`src/hdl/vector_to_pitch_yaw_degrees_core_defines.svh`:
```
// assertion macros used by the core rtl file
`ifndef VECTOR_TO_PITCH_YAW_DEGREES_CORE_DEFINES_SVH
`define VECTOR_TO_PITCH_YAW_DEGREES_CORE_DEFINES_SVH

// checked while out of reset
`define V2PYD_ASSERT(lbl, prop, msg) \
   lbl: assert property (@(posedge clock) disable iff (reset) prop) \
      else $error(msg);

// checked through reset as well
`define V2PYD_ASSERT_RST(lbl, prop, msg) \
   lbl: assert property (@(posedge clock) prop) else $error(msg);

`endif

```
`src/hdl/v2pyd_pkg.sv`:
```
`default_nettype none

package v2pyd_pkg;

   localparam int COORD_BITS   = 24;
   localparam int CORDIC_STEPS = 24;
   localparam int ROT_STAGES   = 2 * CORDIC_STEPS;
   localparam int FRAC_BITS    = 27;
   localparam int ANG_SHIFT    = 32;
   localparam int DEG_W        = 10;
   localparam int ANG_W        = DEG_W + ANG_SHIFT;
   localparam int CW           = COORD_BITS + FRAC_BITS + 5;
   localparam int KW           = FRAC_BITS + 1;
   localparam int SQ_W         = 2 * COORD_BITS;
   localparam int OUT_W        = 9;
   localparam int STEP_W       = $clog2(CORDIC_STEPS);

   localparam logic [63:0] DEG_PER_RAD_Q26 = 64'd3845054675;

   localparam logic [OUT_W-1:0] DEG_0   = 9'd0;
   localparam logic [OUT_W-1:0] DEG_45  = 9'd45;
   localparam logic [OUT_W-1:0] DEG_90  = 9'd90;
   localparam logic [OUT_W-1:0] DEG_135 = 9'd135;
   localparam logic [OUT_W-1:0] DEG_180 = 9'd180;
   localparam logic [OUT_W-1:0] DEG_225 = 9'd225;
   localparam logic [OUT_W-1:0] DEG_270 = 9'd270;
   localparam logic [OUT_W-1:0] DEG_315 = 9'd315;
   localparam logic [DEG_W-1:0] DEG_FULL = 10'd360;

   localparam logic signed [ANG_W-1:0] ANG_HALF_TURN = ANG_W'(64'd180 << ANG_SHIFT);
   localparam logic signed [ANG_W-1:0] ANG_EIGHTH    = ANG_W'(64'd45 << ANG_SHIFT);

   typedef struct packed {
      logic signed [CW-1:0] hold;
      logic                 yaw_fix;
      logic [OUT_W-1:0]     yaw_val;
      logic                 pitch_fix;
      logic [OUT_W-1:0]     pitch_val;
   } side_type;

   typedef struct packed {
      logic signed [CW-1:0]    x;
      logic signed [CW-1:0]    y;
      logic signed [ANG_W-1:0] ang;
      side_type                side;
   } rot_type;

   // shift-subtract division, elaboration only
   function automatic logic [63:0] udiv64(input logic [63:0] num, input logic [63:0] den);
      logic [64:0] rem;
      logic [63:0] quo;
      int          b;
      rem = '0;
      quo = '0;
      for (b = 63; b >= 0; b--) begin
         rem = {rem[63:0], num[b]};
         if (rem >= {1'b0, den}) begin
            rem    = rem - {1'b0, den};
            quo[b] = 1'b1;
         end
      end
      return quo;
   endfunction

   // atan(2^-idx) in units of 2^-32 degree, from the power series in Q62 radians
   function automatic logic signed [ANG_W-1:0] atan_entry(input int idx);
      logic [63:0] acc;
      logic [63:0] term;
      logic [63:0] prod;
      int          p;
      int          k;
      logic        done;
      acc  = '0;
      done = 1'b0;
      if (idx == 0) begin
         return ANG_EIGHTH;
      end
      for (k = 0; k < 32; k++) begin
         p = (2 * k + 1) * idx;
         if (p > 62) begin
            done = 1'b1;
         end
         if (!done) begin
            term = udiv64(64'd1 << (62 - p), 64'(2 * k + 1));
            if (k[0]) begin
               acc = acc - term;
            end else begin
               acc = acc + term;
            end
         end
      end
      prod = (acc >> 30) * DEG_PER_RAD_Q26;
      return ANG_W'(prod >> 26);
   endfunction

   // cordic gain in Q(FRAC_BITS), square root rounded down
   function automatic logic [KW-1:0] gain_q();
      logic [63:0] k2;
      logic [63:0] v;
      logic [63:0] r;
      logic [63:0] bit_w;
      int          i;
      k2 = 64'd1 << 61;
      for (i = 1; i < CORDIC_STEPS; i++) begin
         k2 = k2 + (k2 >> (2 * i));
      end
      v     = k2 >> (60 - 2 * FRAC_BITS);
      r     = '0;
      bit_w = 64'd1 << 62;
      for (i = 0; i < 32; i++) begin
         if (bit_w > v) begin
            bit_w = bit_w >> 2;
         end
      end
      for (i = 0; i < 32; i++) begin
         if (bit_w != 64'd0) begin
            if (v >= r + bit_w) begin
               v = v - (r + bit_w);
               r = (r >> 1) + bit_w;
            end else begin
               r = r >> 1;
            end
            bit_w = bit_w >> 2;
         end
      end
      return KW'(r);
   endfunction

   localparam logic [KW-1:0] GAIN_Q = gain_q();

endpackage

`default_nettype wire

```
`src/hdl/v2pyd_chan_ifs.sv`:
```
`default_nettype none


interface v2pyd_rsp_if import v2pyd_pkg::*; ();
   logic             valid;
   logic             ready;
   logic [OUT_W-1:0] pitch_deg;
   logic [OUT_W-1:0] yaw_deg;

   modport source (output valid, output pitch_deg, output yaw_deg, input ready);
   modport sink (input valid, input pitch_deg, input yaw_deg, output ready);
endinterface

`default_nettype wire

```
`src/hdl/v2pyd_post.sv`:
```
`default_nettype none

module v2pyd_post import v2pyd_pkg::*; (
   input  logic         clock,
   input  logic         reset,
   input  logic         in_valid,
   output logic         in_ready,
   input  rot_type      in_data,
   v2pyd_rsp_if.source  rsp_ch
);

   // truncate toward zero to whole degrees, wrap negatives into 0..359
   function automatic logic [OUT_W-1:0] to_deg(input logic signed [ANG_W-1:0] ang);
      logic [ANG_W-1:0] mag;
      logic [DEG_W-1:0] whole;
      logic [DEG_W-1:0] wrap;
      mag   = ang[ANG_W-1] ? ANG_W'(-ang) : ANG_W'(ang);
      whole = mag[ANG_W-1:ANG_SHIFT];
      wrap  = DEG_FULL - whole;
      if (!ang[ANG_W-1]) begin
         return whole[OUT_W-1:0];
      end else if (whole == '0) begin
         return DEG_0;
      end else begin
         return wrap[OUT_W-1:0];
      end
   endfunction

   logic             valid_ff;
   logic [OUT_W-1:0] pitch_in;
   logic [OUT_W-1:0] pitch_ff;
   logic [OUT_W-1:0] yaw_in;
   logic [OUT_W-1:0] yaw_ff;

   assign pitch_in = in_data.side.pitch_fix ? in_data.side.pitch_val : to_deg(in_data.ang);
   assign yaw_in   = in_data.side.yaw_fix ? in_data.side.yaw_val
                                          : to_deg(in_data.side.hold[ANG_W-1:0]);

   assign in_ready = !valid_ff || rsp_ch.ready;

   always_ff @(posedge clock) begin
      if (reset) begin
         valid_ff <= 1'b0;
      end else if (in_ready) begin
         valid_ff <= in_valid;
      end
   end

   always_ff @(posedge clock) begin
      if (in_ready && in_valid) begin
         pitch_ff <= pitch_in;
         yaw_ff   <= yaw_in;
      end
   end

   assign rsp_ch.valid     = valid_ff;
   assign rsp_ch.pitch_deg = pitch_ff;
   assign rsp_ch.yaw_deg   = yaw_ff;

endmodule

`default_nettype wire

```
`src/flat_wrapper.sv`:
```
// flat-port wrapper written by rule: the top's interface ports become plain ports
module v2pyd_post_flat import v2pyd_pkg::*;
  (clock, reset, in_valid, in_ready, in_data, rsp_ch_valid, rsp_ch_pitch_deg, rsp_ch_yaw_deg, rsp_ch_ready);
  v2pyd_rsp_if rsp_ch_i ();
  input  logic clock;
  input  logic reset;
  input  logic in_valid;
  output logic in_ready;
  input  rot_type in_data;
  output wire logic [$bits(rsp_ch_i.valid)-1:0] rsp_ch_valid;
  output wire logic [$bits(rsp_ch_i.pitch_deg)-1:0] rsp_ch_pitch_deg;
  output wire logic [$bits(rsp_ch_i.yaw_deg)-1:0] rsp_ch_yaw_deg;
  input wire logic [$bits(rsp_ch_i.ready)-1:0] rsp_ch_ready;
  assign rsp_ch_valid = rsp_ch_i.valid;
  assign rsp_ch_pitch_deg = rsp_ch_i.pitch_deg;
  assign rsp_ch_yaw_deg = rsp_ch_i.yaw_deg;
  assign rsp_ch_i.ready = rsp_ch_ready;
  v2pyd_post u_core (.clock(clock), .reset(reset), .in_valid(in_valid), .in_ready(in_ready), .in_data(in_data), .rsp_ch(rsp_ch_i));
endmodule
```
`config.mk`:
```
export PLATFORM = sky130hd
export DESIGN_NAME = v2pyd_post_flat
export DESIGN_NICKNAME = d
export VERILOG_FILES = /design/src/hdl/vector_to_pitch_yaw_degrees_core_defines.svh /design/src/hdl/v2pyd_pkg.sv /design/src/hdl/v2pyd_chan_ifs.sv /design/src/hdl/v2pyd_post.sv /design/src/flat_wrapper.sv
export SDC_FILE = /design/constraint.sdc
export NUM_CORES = 1
export LEC_CHECK = 0
export ABC_AREA = 1
export BUFFER_PORTS_ARGS = -buffer_cell sky130_fd_sc_hd__buf_2
export CORE_ASPECT_RATIO = 1.1
export CORE_MARGIN = 2
export CORE_UTILIZATION = 30
export DETAILED_ROUTE_END_ITERATION = 6
export GPL_ROUTABILITY_DRIVEN = 0
export HOLD_SLACK_MARGIN = 0.15
export PLACE_DENSITY = 0.71
export SYNTH_ARGS = -nofsm -noshare
export SYNTH_HDL_FRONTEND = slang
export SYNTH_SLANG_ARGS = --single-unit
```
`constraint.sdc`:
```
create_clock -name clock -period 3.29 [get_ports clock]
set_input_delay 0.8225 -clock clock [delete_from_list [all_inputs] [get_ports clock]]
set_output_delay 0.8225 -clock clock [all_outputs]
set_load 0.01 [all_outputs]
```
==> out/qor.yml <==
outcome:
  status: "finished, final reports clean"
floorplan:
  fp.coreArea_um2: 9400
  rows: 37
  die_x_um: 97.7
  initial_utilization_pct: 30.8
  ioPinCount: 254
  fp.dieH_um: 107
  dieArea_um2: 10500
final_layout:
  layout-drive-gt1-share_pct: 27.3
  layout_commonest_cell: "nand2_1"
  fin_util_pct: 39.6
  fin_cells: 787
  n_antenna_cell: 0
  area_growth_pct: 28.5
  seqCellArea_um2: 561
  final_cell_mix: "nand2_1 (200), buf_2 (127), nor2_1 (119)"
  fillers: 1083
  multiInputGateArea_um2: 2080
  final_nets: 907
clock_network:
  root_buffer: "clkbuf_8"
  cts_sinks: 19
  cts.path.max_buffers: 2
  hold_buffers: 0
  cts_tree: "done"
  cts.clk_slew.worst_paths_ns: 0.06
  clk_latency_ns: 0.25
  cts_resized: 0
  cts_htree_levels: 1
  cts_buffers: 3
  cts_setup_buffers: 0
critical_path:
  critical_path_arrival_ns: 2.66
  crit_chain: "buf_2 > nor2_1 > nand2_1 > nor2_1 > nand2_1 > nor2_1 > nand2_1 > nand2_1 > nand2_1 > nand2_1 > inv_1 > ha_1 > nand3_1 > nand2_1 > nand2_2 > nand2_1 > nand2_1 > nand2_1 > nand4_1 > nand2_1"
  r2r_end: "u_core.rsp_ch.yaw_deg[0]$_DFFE_PP_"
  path_class: "in2reg"
  required_ns: 3.29
  r2r_cells: 2
  crit_path_start_kind: "input pin"
  cp.depth: 20
  end_kind: "flop"
  r2r-start: "u_core.rsp_ch.valid$_SDFFE_PP0N_"
  cpLargestDelayFamily: "simple AND/OR/NAND/NOR gates"
  critPathCapture: "u_core.rsp_ch.yaw_deg[8]$_DFFE_PP_"
  cpMostUsedCell: "nand2_1"
  slowest_stage: "ha_1"
  path_buf_inv: 2
  slowest_delay_ns: 0.20
  crit_path_start: "in_data[37]"
  cp_max_fo: 2
  timing.reg2reg.setup_slack_ns: 2.26
global_routing:
  track_usage_pct: 16.2
  grt_pass1_wl_um: 14400
  antenna_found_initial: 0
  grt_start_max_net_pins: 19
  grt_overflow_total: 0
  grt_pass1_vias: 3382
routing:
  postRouteWirelength_um: 8400
  ant_nets: 0
  drc: 0
  viasPerCell: 4.48
  wire_per_inst_um: 10.7
  vias: 3522
  drt_pass1_iterations: 4
  drt_iter0_markers: 134
logic_synthesis:
  yosysTopAreaCell: "nand2_1"
  ys.flop_type: "edfxtp_1"
  yosysWarnings: 0
  yosysSeqAreaShare_pct: 19.3
  syn_nets: 778
  synthArstFlopShare_pct: 0
  synth_edf_count: 18
  synthCells: 542
  syn-cell-area_um2: 2900
  avgSynthCellArea_um2: 5.35
  synth.area.top_cells: "nand2_1 (26%), edfxtp_1 (19%), nor2_1 (15%), inv_1 (7.4%), nand3_1 (6.7%)"
  synth.distinct_cells: 35
  synth_seq_cells: 19
  netlist.area_leader.share_pct: 25.9
power:
  irDropWorstVdd_v: 0.000106
  p_leak_nw: 1.85
  p_per_area_nw_per_um2: 215
timing:
  fin_worst_skew_ns: 0.00365
  rsz0062_at_grt: "false"
  holdWs_ns: 0.518
  timing.fmax_ghz: 0.375
  worst_slew_pin_slew_ns: 0.327
  finalCriticalPeriod_ns: 2.66
  maxSlewViolCount: 0
  setup_tns_ns: 0
  setup_viol: 0
  fin_crit_sh_pct: 80.9
  hold_violations: 0
  relSlewSlack_pct: 78.2
min_path:
  hold_class: "reg2reg"
  worstHoldStart: "u_core.rsp_ch.valid$_SDFFE_PP0N_"
job:
  maxCapViolations: 0
placement:
  numPortBuffers: 127
  hpwl_um: 7370
  placedCellCount: 783
==> final cells by class <==
cell class | count | area share [%]
sequential | 19 | 15.1
tap | 117 | 3.93
multi-input combinational | 454 | 55.8
clock buffer | 4 | 1.21
inverter | 63 | 6.35
timing repair buffer | 130 | 17.7
==> per-stage QoR <==
stage / power, mW / worst slack [ns] / cell area [um2]
CTS: 0.811 / 0.624 / 3720
finish: 0.802 / 0.627 / 3720
detailed placement: 0.654 / 0.365 / 3680
floorplan: 0.504 / 0.751 / 2900
global route: 0.872 / 0.357 / 3720
global placement: 0.654 / 0.377 / 3680
==> state kept, by name (all words and copies together) (netlist names) <==
register,flops
u_core.rsp_ch.pitch_deg,9
u_core.rsp_ch.yaw_deg,9
u_core.rsp_ch.valid,1
==> cells in the mapped netlist, types with 2 or more instances <==
| cell type | number |
|---|---|
| o21ai_1 | 5 |
| nor3_2 | 2 |
| buf_2 | 4 |
| nand3_1 | 39 |
| inv_1 | 57 |
| nand3b_2 | 2 |
| o21ai_0 | 5 |
| edfxtp_1 | 18 |
| nand4_1 | 9 |
| nor2_2 | 21 |
| clkbuf_1 | 2 |
| o21ai_2 | 2 |
| xor2_1 | 5 |
| nand3b_1 | 4 |
| nand2_1 | 200 |
| nor2_1 | 119 |
| o21bai_1 | 2 |
| and2_1 | 2 |
| a21oi_1 | 5 |
| nand2_2 | 10 |
| nand2_4 | 2 |
| inv_2 | 5 |
| nand3_2 | 3 |
| nor3_1 | 7 |
| ha_1 | 2 |
==> worst register-to-register path, cell delays in order (launching register included) <==
cell     delay, ns
dfxtp_1       0.33
a21oi_2       0.13
buf_4         0.26
==> power by group <==
| group | leakage [nW] | switching, mW | internal (mW) | total, mW |
|---|---|---|---|---|
| clock network | 0.0228 | 0.0697 | 0.0857 | 0.155 |
| registers | 0.184 | 0.00511 | 0.291 | 0.296 |
| logic | 1.65 | 0.213 | 0.138 | 0.351 |
==> metal layers <==
metal / share of wire [%] / global-route usage, % / routed length, um / vias to the layer above
met2: 46 / 29.2 / 3850 / 104
met5: 0 / 0 / 0 / -
li1: - / - / - / 1945
met1: 45 / 20.0 / 3760 / 1465
met4: 1.0 / 3.47 / 86 / 0
met3: 8.3 / 3.26 / 701 / 8
==> kinds of logic (layout without fill, tap and decap cells) <==
logic type,after synthesis,after routing,synth area share [%]
xor+xnor,6,6,1.81
buf+inv,69,197,9.11
compound gates,22,22,4.79
fa+ha+maj,2,2,0.863
simple gates,424,424,64.1
flops,19,19,19.3
==> how the worst min path moves through the flow <==
stage / to / slack [ns] / cells past startpoint
after global placement: u_core.rsp_ch.valid$_SDFFE_PP0N_ / 0.52 / 2
after global routing: u_core.rsp_ch.valid$_SDFFE_PP0N_ / 0.55 / 2
after floorplan: u_core.rsp_ch.valid$_SDFFE_PP0N_ / 0.58 / 2
after detailed placement: u_core.rsp_ch.valid$_SDFFE_PP0N_ / 0.51 / 2
after CTS: u_core.rsp_ch.valid$_SDFFE_PP0N_ / 0.52 / 2
final: u_core.rsp_ch.valid$_SDFFE_PP0N_ / 0.52 / 2
No activity file was read; power rests on OpenSTA's default activity.
