$ cat config.mk
export PLATFORM = sky130hd
export DESIGN_NAME = v2pyd_prep_flat
export DESIGN_NICKNAME = d
export VERILOG_FILES = /design/src/hdl/vector_to_pitch_yaw_degrees_core_defines.svh /design/src/hdl/v2pyd_pkg.sv /design/src/hdl/v2pyd_chan_ifs.sv /design/src/hdl/v2pyd_prep.sv /design/src/flat_wrapper.sv
export SDC_FILE = /design/constraint.sdc
export NUM_CORES = 2
export LEC_CHECK = 0
export BUFFER_PORTS_ARGS = -buffer_cell sky130_fd_sc_hd__buf_2
export CORE_ASPECT_RATIO = 1.25
export CORE_MARGIN = 2
export CORE_UTILIZATION = 45
export CTS_BUF_LIST = sky130_fd_sc_hd__clkbuf_2 sky130_fd_sc_hd__clkbuf_4 sky130_fd_sc_hd__clkbuf_8
export CTS_CLUSTER_SIZE = 8
export DETAILED_ROUTE_END_ITERATION = 10
export PLACE_DENSITY = 0.68
export SLEW_MARGIN = 20
export SYNTH_ARGS = -nofsm -noshare
export SYNTH_HDL_FRONTEND = slang
export SYNTH_SLANG_ARGS = --single-unit
export TNS_END_PERCENT = 20
$ cat constraint.sdc
create_clock -name clock -period 35 [get_ports clock]
set_input_delay 7 -clock clock [delete_from_list [all_inputs] [get_ports clock]]
set_output_delay 7 -clock clock [all_outputs]
set_load 0.02 [all_outputs]
$ cat src/hdl/vector_to_pitch_yaw_degrees_core_defines.svh
// assertion macros used by the core rtl file
`ifndef VECTOR_TO_PITCH_YAW_DEGREES_CORE_DEFINES_SVH
`define VECTOR_TO_PITCH_YAW_DEGREES_CORE_DEFINES_SVH

// checked while out of reset
`define V2PYD_ASSERT(lbl, prop, msg) \
   lbl: assert property (@(posedge clock) disable iff (reset) prop) \
      else $error(msg);

// checked through reset as well
`define V2PYD_ASSERT_RST(lbl, prop, msg) \
   lbl: assert property (@(posedge clock) prop) else $error(msg);

`endif

$ cat src/hdl/v2pyd_pkg.sv
`default_nettype none

package v2pyd_pkg;

   localparam int COORD_BITS   = 24;
   localparam int CORDIC_STEPS = 24;
   localparam int ROT_STAGES   = 2 * CORDIC_STEPS;
   localparam int FRAC_BITS    = 27;
   localparam int ANG_SHIFT    = 32;
   localparam int DEG_W        = 10;
   localparam int ANG_W        = DEG_W + ANG_SHIFT;
   localparam int CW           = COORD_BITS + FRAC_BITS + 5;
   localparam int KW           = FRAC_BITS + 1;
   localparam int SQ_W         = 2 * COORD_BITS;
   localparam int OUT_W        = 9;
   localparam int STEP_W       = $clog2(CORDIC_STEPS);

   localparam logic [63:0] DEG_PER_RAD_Q26 = 64'd3845054675;

   localparam logic [OUT_W-1:0] DEG_0   = 9'd0;
   localparam logic [OUT_W-1:0] DEG_45  = 9'd45;
   localparam logic [OUT_W-1:0] DEG_90  = 9'd90;
   localparam logic [OUT_W-1:0] DEG_135 = 9'd135;
   localparam logic [OUT_W-1:0] DEG_180 = 9'd180;
   localparam logic [OUT_W-1:0] DEG_225 = 9'd225;
   localparam logic [OUT_W-1:0] DEG_270 = 9'd270;
   localparam logic [OUT_W-1:0] DEG_315 = 9'd315;
   localparam logic [DEG_W-1:0] DEG_FULL = 10'd360;

   localparam logic signed [ANG_W-1:0] ANG_HALF_TURN = ANG_W'(64'd180 << ANG_SHIFT);
   localparam logic signed [ANG_W-1:0] ANG_EIGHTH    = ANG_W'(64'd45 << ANG_SHIFT);

   typedef struct packed {
      logic signed [CW-1:0] hold;
      logic                 yaw_fix;
      logic [OUT_W-1:0]     yaw_val;
      logic                 pitch_fix;
      logic [OUT_W-1:0]     pitch_val;
   } side_type;

   typedef struct packed {
      logic signed [CW-1:0]    x;
      logic signed [CW-1:0]    y;
      logic signed [ANG_W-1:0] ang;
      side_type                side;
   } rot_type;

   // shift-subtract division, elaboration only
   function automatic logic [63:0] udiv64(input logic [63:0] num, input logic [63:0] den);
      logic [64:0] rem;
      logic [63:0] quo;
      int          b;
      rem = '0;
      quo = '0;
      for (b = 63; b >= 0; b--) begin
         rem = {rem[63:0], num[b]};
         if (rem >= {1'b0, den}) begin
            rem    = rem - {1'b0, den};
            quo[b] = 1'b1;
         end
      end
      return quo;
   endfunction

   // atan(2^-idx) in units of 2^-32 degree, from the power series in Q62 radians
   function automatic logic signed [ANG_W-1:0] atan_entry(input int idx);
      logic [63:0] acc;
      logic [63:0] term;
      logic [63:0] prod;
      int          p;
      int          k;
      logic        done;
      acc  = '0;
      done = 1'b0;
      if (idx == 0) begin
         return ANG_EIGHTH;
      end
      for (k = 0; k < 32; k++) begin
         p = (2 * k + 1) * idx;
         if (p > 62) begin
            done = 1'b1;
         end
         if (!done) begin
            term = udiv64(64'd1 << (62 - p), 64'(2 * k + 1));
            if (k[0]) begin
               acc = acc - term;
            end else begin
               acc = acc + term;
            end
         end
      end
      prod = (acc >> 30) * DEG_PER_RAD_Q26;
      return ANG_W'(prod >> 26);
   endfunction

   // cordic gain in Q(FRAC_BITS), square root rounded down
   function automatic logic [KW-1:0] gain_q();
      logic [63:0] k2;
      logic [63:0] v;
      logic [63:0] r;
      logic [63:0] bit_w;
      int          i;
      k2 = 64'd1 << 61;
      for (i = 1; i < CORDIC_STEPS; i++) begin
         k2 = k2 + (k2 >> (2 * i));
      end
      v     = k2 >> (60 - 2 * FRAC_BITS);
      r     = '0;
      bit_w = 64'd1 << 62;
      for (i = 0; i < 32; i++) begin
         if (bit_w > v) begin
            bit_w = bit_w >> 2;
         end
      end
      for (i = 0; i < 32; i++) begin
         if (bit_w != 64'd0) begin
            if (v >= r + bit_w) begin
               v = v - (r + bit_w);
               r = (r >> 1) + bit_w;
            end else begin
               r = r >> 1;
            end
            bit_w = bit_w >> 2;
         end
      end
      return KW'(r);
   endfunction

   localparam logic [KW-1:0] GAIN_Q = gain_q();

endpackage

`default_nettype wire

$ cat src/hdl/v2pyd_chan_ifs.sv
`default_nettype none

interface v2pyd_req_if import v2pyd_pkg::*; ();
   logic                         valid;
   logic                         ready;
   logic signed [COORD_BITS-1:0] vec_x;
   logic signed [COORD_BITS-1:0] vec_y;
   logic signed [COORD_BITS-1:0] vec_z;

   modport source (output valid, output vec_x, output vec_y, output vec_z, input ready);
   modport sink (input valid, input vec_x, input vec_y, input vec_z, output ready);
endinterface


`default_nettype wire

$ cat src/hdl/v2pyd_prep.sv
`default_nettype none

module v2pyd_prep import v2pyd_pkg::*; (
   input  logic        clock,
   input  logic        reset,
   v2pyd_req_if.sink   req_ch,
   output logic        out_valid,
   input  logic        out_ready,
   output rot_type     out_data
);

   typedef struct packed {
      logic             zero_h;
      logic             z_pos;
      logic             z_zero;
      logic             yaw_fix;
      logic [OUT_W-1:0] yaw_val;
   } pflag_type;

   // stage 1: fold into the right half plane, scale, square, apply gain to z, flag exact yaw cases
   logic [COORD_BITS-1:0]     ax;
   logic [COORD_BITS-1:0]     ay;
   logic [COORD_BITS-1:0]     az;
   logic                      x_neg;
   logic                      y_neg;
   logic                      x_zero;
   logic                      y_zero;
   logic signed [CW-1:0]      x_scl;
   logic signed [CW-1:0]      y_scl;
   logic signed [COORD_BITS+KW:0] zy_prod;

   logic                      s1_valid_ff;
   logic signed [CW-1:0]      s1_cx_in;
   logic signed [CW-1:0]      s1_cx_ff;
   logic signed [CW-1:0]      s1_cy_in;
   logic signed [CW-1:0]      s1_cy_ff;
   logic signed [ANG_W-1:0]   s1_ang_in;
   logic signed [ANG_W-1:0]   s1_ang_ff;
   logic signed [CW-1:0]      s1_zy_ff;
   logic [SQ_W-1:0]           s1_sqx_in;
   logic [SQ_W-1:0]           s1_sqx_ff;
   logic [SQ_W-1:0]           s1_sqy_in;
   logic [SQ_W-1:0]           s1_sqy_ff;
   logic [SQ_W-1:0]           s1_sqz_in;
   logic [SQ_W-1:0]           s1_sqz_ff;
   pflag_type                 s1_flag_in;
   pflag_type                 s1_flag_ff;

   logic                      s2_ready;
   logic                      s2_valid_ff;
   logic [SQ_W:0]             sq_sum;
   logic                      diag_hit;
   rot_type                   s2_data_in;
   rot_type                   s2_data_ff;

   assign x_neg  = req_ch.vec_x[COORD_BITS-1];
   assign y_neg  = req_ch.vec_y[COORD_BITS-1];
   assign x_zero = (req_ch.vec_x == '0);
   assign y_zero = (req_ch.vec_y == '0);

   assign ax = x_neg ? COORD_BITS'(-req_ch.vec_x) : COORD_BITS'(req_ch.vec_x);
   assign ay = y_neg ? COORD_BITS'(-req_ch.vec_y) : COORD_BITS'(req_ch.vec_y);
   assign az = req_ch.vec_z[COORD_BITS-1] ? COORD_BITS'(-req_ch.vec_z)
                                          : COORD_BITS'(req_ch.vec_z);

   assign x_scl = CW'(req_ch.vec_x) <<< FRAC_BITS;
   assign y_scl = CW'(req_ch.vec_y) <<< FRAC_BITS;

   assign zy_prod = req_ch.vec_z * $signed({1'b0, GAIN_Q});

   assign s1_sqx_in = ax * ax;
   assign s1_sqy_in = ay * ay;
   assign s1_sqz_in = az * az;

   always_comb begin
      s1_cx_in  = x_scl;
      s1_cy_in  = y_scl;
      s1_ang_in = '0;
      if (x_neg) begin
         s1_cx_in  = -x_scl;
         s1_cy_in  = -y_scl;
         s1_ang_in = y_neg ? -ANG_HALF_TURN : ANG_HALF_TURN;
      end
   end

   always_comb begin
      s1_flag_in.zero_h  = x_zero && y_zero;
      s1_flag_in.z_zero  = (req_ch.vec_z == '0);
      s1_flag_in.z_pos   = !req_ch.vec_z[COORD_BITS-1] && (req_ch.vec_z != '0);
      s1_flag_in.yaw_fix = 1'b1;
      priority if (y_zero) begin
         s1_flag_in.yaw_val = x_neg ? DEG_180 : DEG_0;
      end else if (x_zero) begin
         s1_flag_in.yaw_val = y_neg ? DEG_270 : DEG_90;
      end else if (ax == ay) begin
         if (!x_neg) begin
            s1_flag_in.yaw_val = y_neg ? DEG_315 : DEG_45;
         end else begin
            s1_flag_in.yaw_val = y_neg ? DEG_225 : DEG_135;
         end
      end else begin
         s1_flag_in.yaw_fix = 1'b0;
         s1_flag_in.yaw_val = DEG_0;
      end
   end

   assign s2_ready      = !s2_valid_ff || out_ready;
   assign req_ch.ready  = !s1_valid_ff || s2_ready;

   always_ff @(posedge clock) begin
      if (reset) begin
         s1_valid_ff <= 1'b0;
      end else if (req_ch.ready) begin
         s1_valid_ff <= req_ch.valid;
      end
   end

   always_ff @(posedge clock) begin
      if (req_ch.ready && req_ch.valid) begin
         s1_cx_ff   <= s1_cx_in;
         s1_cy_ff   <= s1_cy_in;
         s1_ang_ff  <= s1_ang_in;
         s1_zy_ff   <= CW'(zy_prod);
         s1_sqx_ff  <= s1_sqx_in;
         s1_sqy_ff  <= s1_sqy_in;
         s1_sqz_ff  <= s1_sqz_in;
         s1_flag_ff <= s1_flag_in;
      end
   end

   // stage 2: exact pitch cases, then hand over to the rotation chain
   assign sq_sum   = {1'b0, s1_sqx_ff} + {1'b0, s1_sqy_ff};
   assign diag_hit = (sq_sum == {1'b0, s1_sqz_ff});

   always_comb begin
      s2_data_in.x              = s1_cx_ff;
      s2_data_in.y              = s1_cy_ff;
      s2_data_in.ang            = s1_ang_ff;
      s2_data_in.side.hold      = s1_zy_ff;
      s2_data_in.side.yaw_fix   = s1_flag_ff.zero_h || s1_flag_ff.yaw_fix;
      s2_data_in.side.yaw_val   = s1_flag_ff.zero_h ? DEG_0 : s1_flag_ff.yaw_val;
      s2_data_in.side.pitch_fix = 1'b1;
      priority if (s1_flag_ff.zero_h) begin
         s2_data_in.side.pitch_val = s1_flag_ff.z_pos ? DEG_90 : DEG_270;
      end else if (s1_flag_ff.z_zero) begin
         s2_data_in.side.pitch_val = DEG_0;
      end else if (diag_hit) begin
         s2_data_in.side.pitch_val = s1_flag_ff.z_pos ? DEG_45 : DEG_315;
      end else begin
         s2_data_in.side.pitch_fix = 1'b0;
         s2_data_in.side.pitch_val = DEG_0;
      end
   end

   always_ff @(posedge clock) begin
      if (reset) begin
         s2_valid_ff <= 1'b0;
      end else if (s2_ready) begin
         s2_valid_ff <= s1_valid_ff;
      end
   end

   always_ff @(posedge clock) begin
      if (s2_ready && s1_valid_ff) begin
         s2_data_ff <= s2_data_in;
      end
   end

   assign out_valid = s2_valid_ff;
   assign out_data  = s2_data_ff;

endmodule

`default_nettype wire

$ cat src/flat_wrapper.sv
// flat-port wrapper written by rule: the top's interface ports become plain ports
module v2pyd_prep_flat import v2pyd_pkg::*;
  (clock, reset, out_valid, out_ready, out_data, req_ch_valid, req_ch_vec_x, req_ch_vec_y, req_ch_vec_z, req_ch_ready);
  v2pyd_req_if req_ch_i ();
  input  logic clock;
  input  logic reset;
  output logic out_valid;
  input  logic out_ready;
  output rot_type out_data;
  input wire logic [$bits(req_ch_i.valid)-1:0] req_ch_valid;
  input wire logic [$bits(req_ch_i.vec_x)-1:0] req_ch_vec_x;
  input wire logic [$bits(req_ch_i.vec_y)-1:0] req_ch_vec_y;
  input wire logic [$bits(req_ch_i.vec_z)-1:0] req_ch_vec_z;
  output wire logic [$bits(req_ch_i.ready)-1:0] req_ch_ready;
  assign req_ch_i.valid = req_ch_valid;
  assign req_ch_i.vec_x = req_ch_vec_x;
  assign req_ch_i.vec_y = req_ch_vec_y;
  assign req_ch_i.vec_z = req_ch_vec_z;
  assign req_ch_ready = req_ch_i.ready;
  v2pyd_prep u_core (.clock(clock), .reset(reset), .req_ch(req_ch_i), .out_valid(out_valid), .out_ready(out_ready), .out_data(out_data));
endmodule
==> flow_summary.json <==
{
  "status": "completed",
  "fill_cells": 15600,
  "rows": 168,
  "area_growth_pct": 6.66,
  "clkLatencyLatePin_ns": 0.84,
  "yosys-top-cells-area": "fa_1 (38%), edfxtp_1 (15%), ha_1 (14%)",
  "cts-resized-gates": 0,
  "synth_area_um2": 76300,
  "startpoint_type": "input pin",
  "coreArea_um2": 168000,
  "hold_start": "u_core.s1_zy_ff[52]$_DFFE_PP_",
  "path_clk_slew_ns": 0.09,
  "hold_viol": 0,
  "io_pins": 308,
  "vias_per_cell": 5.25,
  "critical_path_class": "input pin to flop",
  "grt_max_degree": 170,
  "wl_mm": 207,
  "cp_max_fo": 19,
  "fmax_ghz": 0.0584,
  "grt_pass1_wl_mm": 329,
  "htree_levels": 3,
  "drt_first_pass_iters": 7,
  "hp-class": "flop to flop",
  "initialDrtViolationCount": 3362,
  "layout.nets": 10400,
  "synth.distinct_cells": 90,
  "ys_seq_area_share_pct": 15.5,
  "r2r_setup_slack_ns": 29.32,
  "cp_data_required_time_ns": 35.51,
  "overflow": 0,
  "synth_top_area_share_pct": 38.2,
  "synth_top_area_cell": "fa_1",
  "wl_per_cell_um": 20.1,
  "port_buffers": 216,
  "slowest_stage": "clkinv_1",
  "setup_violations": 0,
  "cts_tree": "built",
  "route.vias.total": 54000,
  "netlist_instances": 7823,
  "grt.total_usage_pct": 24.8,
  "ant_nets": 0,
  "synthFlopType": "edfxtp_1",
  "ys_ff_latch": 395,
  "period_share_pct": 48.9,
  "ys_warn_count": 0,
  "maxSlewHeadroom_pct": 15.2,
  "layout-drive-gt1-share_pct": 5.85,
  "hold_buffers": 0,
  "setup_tns_ns": 0,
  "cp_common_cell": "fa_1",
  "drc": 0,
  "initial_core_util_pct": 45.4,
  "cts_made_buffers": 73,
  "die_w_um": 372,
  "r2r.worst_path.cells": 13,
  "gp_congestion": 1.01,
  "r2r-end": "u_core.out_data[4]$_DFFE_PP_",
  "timing.rr.start": "u_core.s1_sqy_ff[47]$_DFFE_PP_",
  "cts_sinks": 395,
  "critPathArrivalTime_ns": 17.63,
  "end_kind": "flop",
  "antenna_found_initial": 11,
  "cts_root_buf": "clkbuf_8",
  "period_needed_ns": 17.12,
  "hpwl_mm": 170,
  "grt_pass1_vias": 59600,
  "async_flop_share_pct": 0,
  "finClkSkew_ns": 0.0699,
  "avgSynthCellArea_um2": 9.75,
  "rsz0062_at_grt": "false",
  "synth-edff-count": 393,
  "cap_violations": 0,
  "cts_buffer_depth": 3,
  "die_area_um2": 173000,
  "die_h_um": 464,
  "drv_slew": 0,
  "tightestPinTransition_ns": 1.26,
  "min_path_cells": 0,
  "max_stage_delay_ns": 0.75,
  "post_cts_buffers": 0,
  "holdPathEnd": "u_core.out_data[72]$_DFFE_PP_"
}
flip-flops by register name, summed over array words and instances, names as in the netlist:
register and flops:
u_core.s1_zy_ff 50, u_core.s1_sqx_ff 47, u_core.out_valid 1, u_core.out_data 130, u_core.s1_ang_ff 3, u_core.s1_valid_ff 1, u_core.s1_sqz_ff 47, u_core.s1_cx_ff 28
u_core.s1_cy_ff 28, u_core.s1_sqy_ff 47, u_core.s1_flag_ff 13
metal layers:
| layer | wire, um | vias to the layer above | track usage, % | part of all wire (%) |
|---|---|---|---|---|
| met5 | 27 | - | 0 | 0.013 |
| met4 | 14300 | 4 | 14.2 | 6.9 |
| met3 | 14400 | 656 | 3.91 | 6.9 |
| met2 | 102000 | 2169 | 42.8 | 49 |
| met1 | 75900 | 26900 | 29.0 | 37 |
| li1 | - | 24200 | - | - |
layout make-up:
type	count	area, um^2	share of cell area, %
Antenna cell	2	5.00	0.00615
Tap cell	2210	2770	3.40
Clock inverter	33	308	0.378
Inverter	2103	7890	9.70
Clock buffer	91	1160	1.42
Sequential cell	395	11800	14.6
Multi-Input combinational cell	5158	55700	68.5
Timing Repair Buffer	295	1690	2.07
synth_stat cells (47+ instances only):
cell	instances
nor2_1	511
ha_1	852
a21oi_1	225
nor3_1	54
and2_1	48
o21ai_0	128
a21o_1	122
nand4_1	47
buf_4	100
xnor2_1	252
fa_1	1455
clkbuf_1	151
nand3_1	56
xor2_1	114
edfxtp_1	393
nand2_1	674
inv_1	2083
critical path, delay by kind of cell:
family | cells | cell delay [ns]
fa+ha+maj | 9 | 4.20
xor+xnor | 2 | 0.75
compound gates | 8 | 2.29
simple gates | 7 | 1.31
buf+inv | 8 | 2.06
worst max path at each step:
stage / start / cells after the start / slack, ns / to
after floorplan: req_ch_vec_y[0] / 35 / 18.86 / u_core.s1_sqy_ff[44]$_DFFE_PP_
after global placement: req_ch_vec_z[0] / 32 / 17.14 / u_core.s1_sqz_ff[47]$_DFFE_PP_
after detailed placement: req_ch_vec_z[0] / 32 / 16.81 / u_core.s1_sqz_ff[47]$_DFFE_PP_
after CTS: req_ch_vec_z[0] / 32 / 17.64 / u_core.s1_sqz_ff[47]$_DFFE_PP_
after global routing: req_ch_vec_z[0] / 34 / 17.34 / u_core.s1_sqz_ff[47]$_DFFE_PP_
final: req_ch_vec_z[0] / 34 / 17.88 / u_core.s1_sqz_ff[47]$_DFFE_PP_
kinds of logic after synthesis:
family	after synthesis	share of synthesized area [%]
AND/OR/NAND/NOR	1606	9.26
XOR/XNOR	367	4.22
adder cells (fa/ha/maj)	2307	52.2
AO/OA/AOI/OAI	761	6.46
flip-flops	395	15.5
multiplexers	13	0.179
other	2	0.00984
buffers and inverters	2372	12.2
through the flow:
stage	util [%]	std cells	worst slack, ns	hold WS (ns)	area, um^2
4_1_cts	48.4	10300	17.64	0.410	81300
5_1_grt	48.4	10300	17.34	0.408	81400
3_3_place_gp	47.6	10200	17.14	0.401	79900
3_5_place_dp	47.6	10200	16.81	0.405	79900
6_report	48.4	10300	17.88	0.411	81400
2_1_floorplan	-	7925	18.86	0.400	76700
cells in the final DEF (no fill, tap or decap), drive strengths merged, types with 122 or more instances in the layout:
| cell type | instances |
|---|---|
| xnor2 | 253 |
| inv | 2091 |
| a21o | 122 |
| ha | 852 |
| a21oi | 228 |
| fa | 1455 |
| edfxtp | 393 |
| o21ai | 139 |
| nor2 | 511 |
| buf | 295 |
| nand2 | 674 |
Power is not shown: default switching activity piles up to over one toggle a cycle in this logic, so the estimate is an artifact.
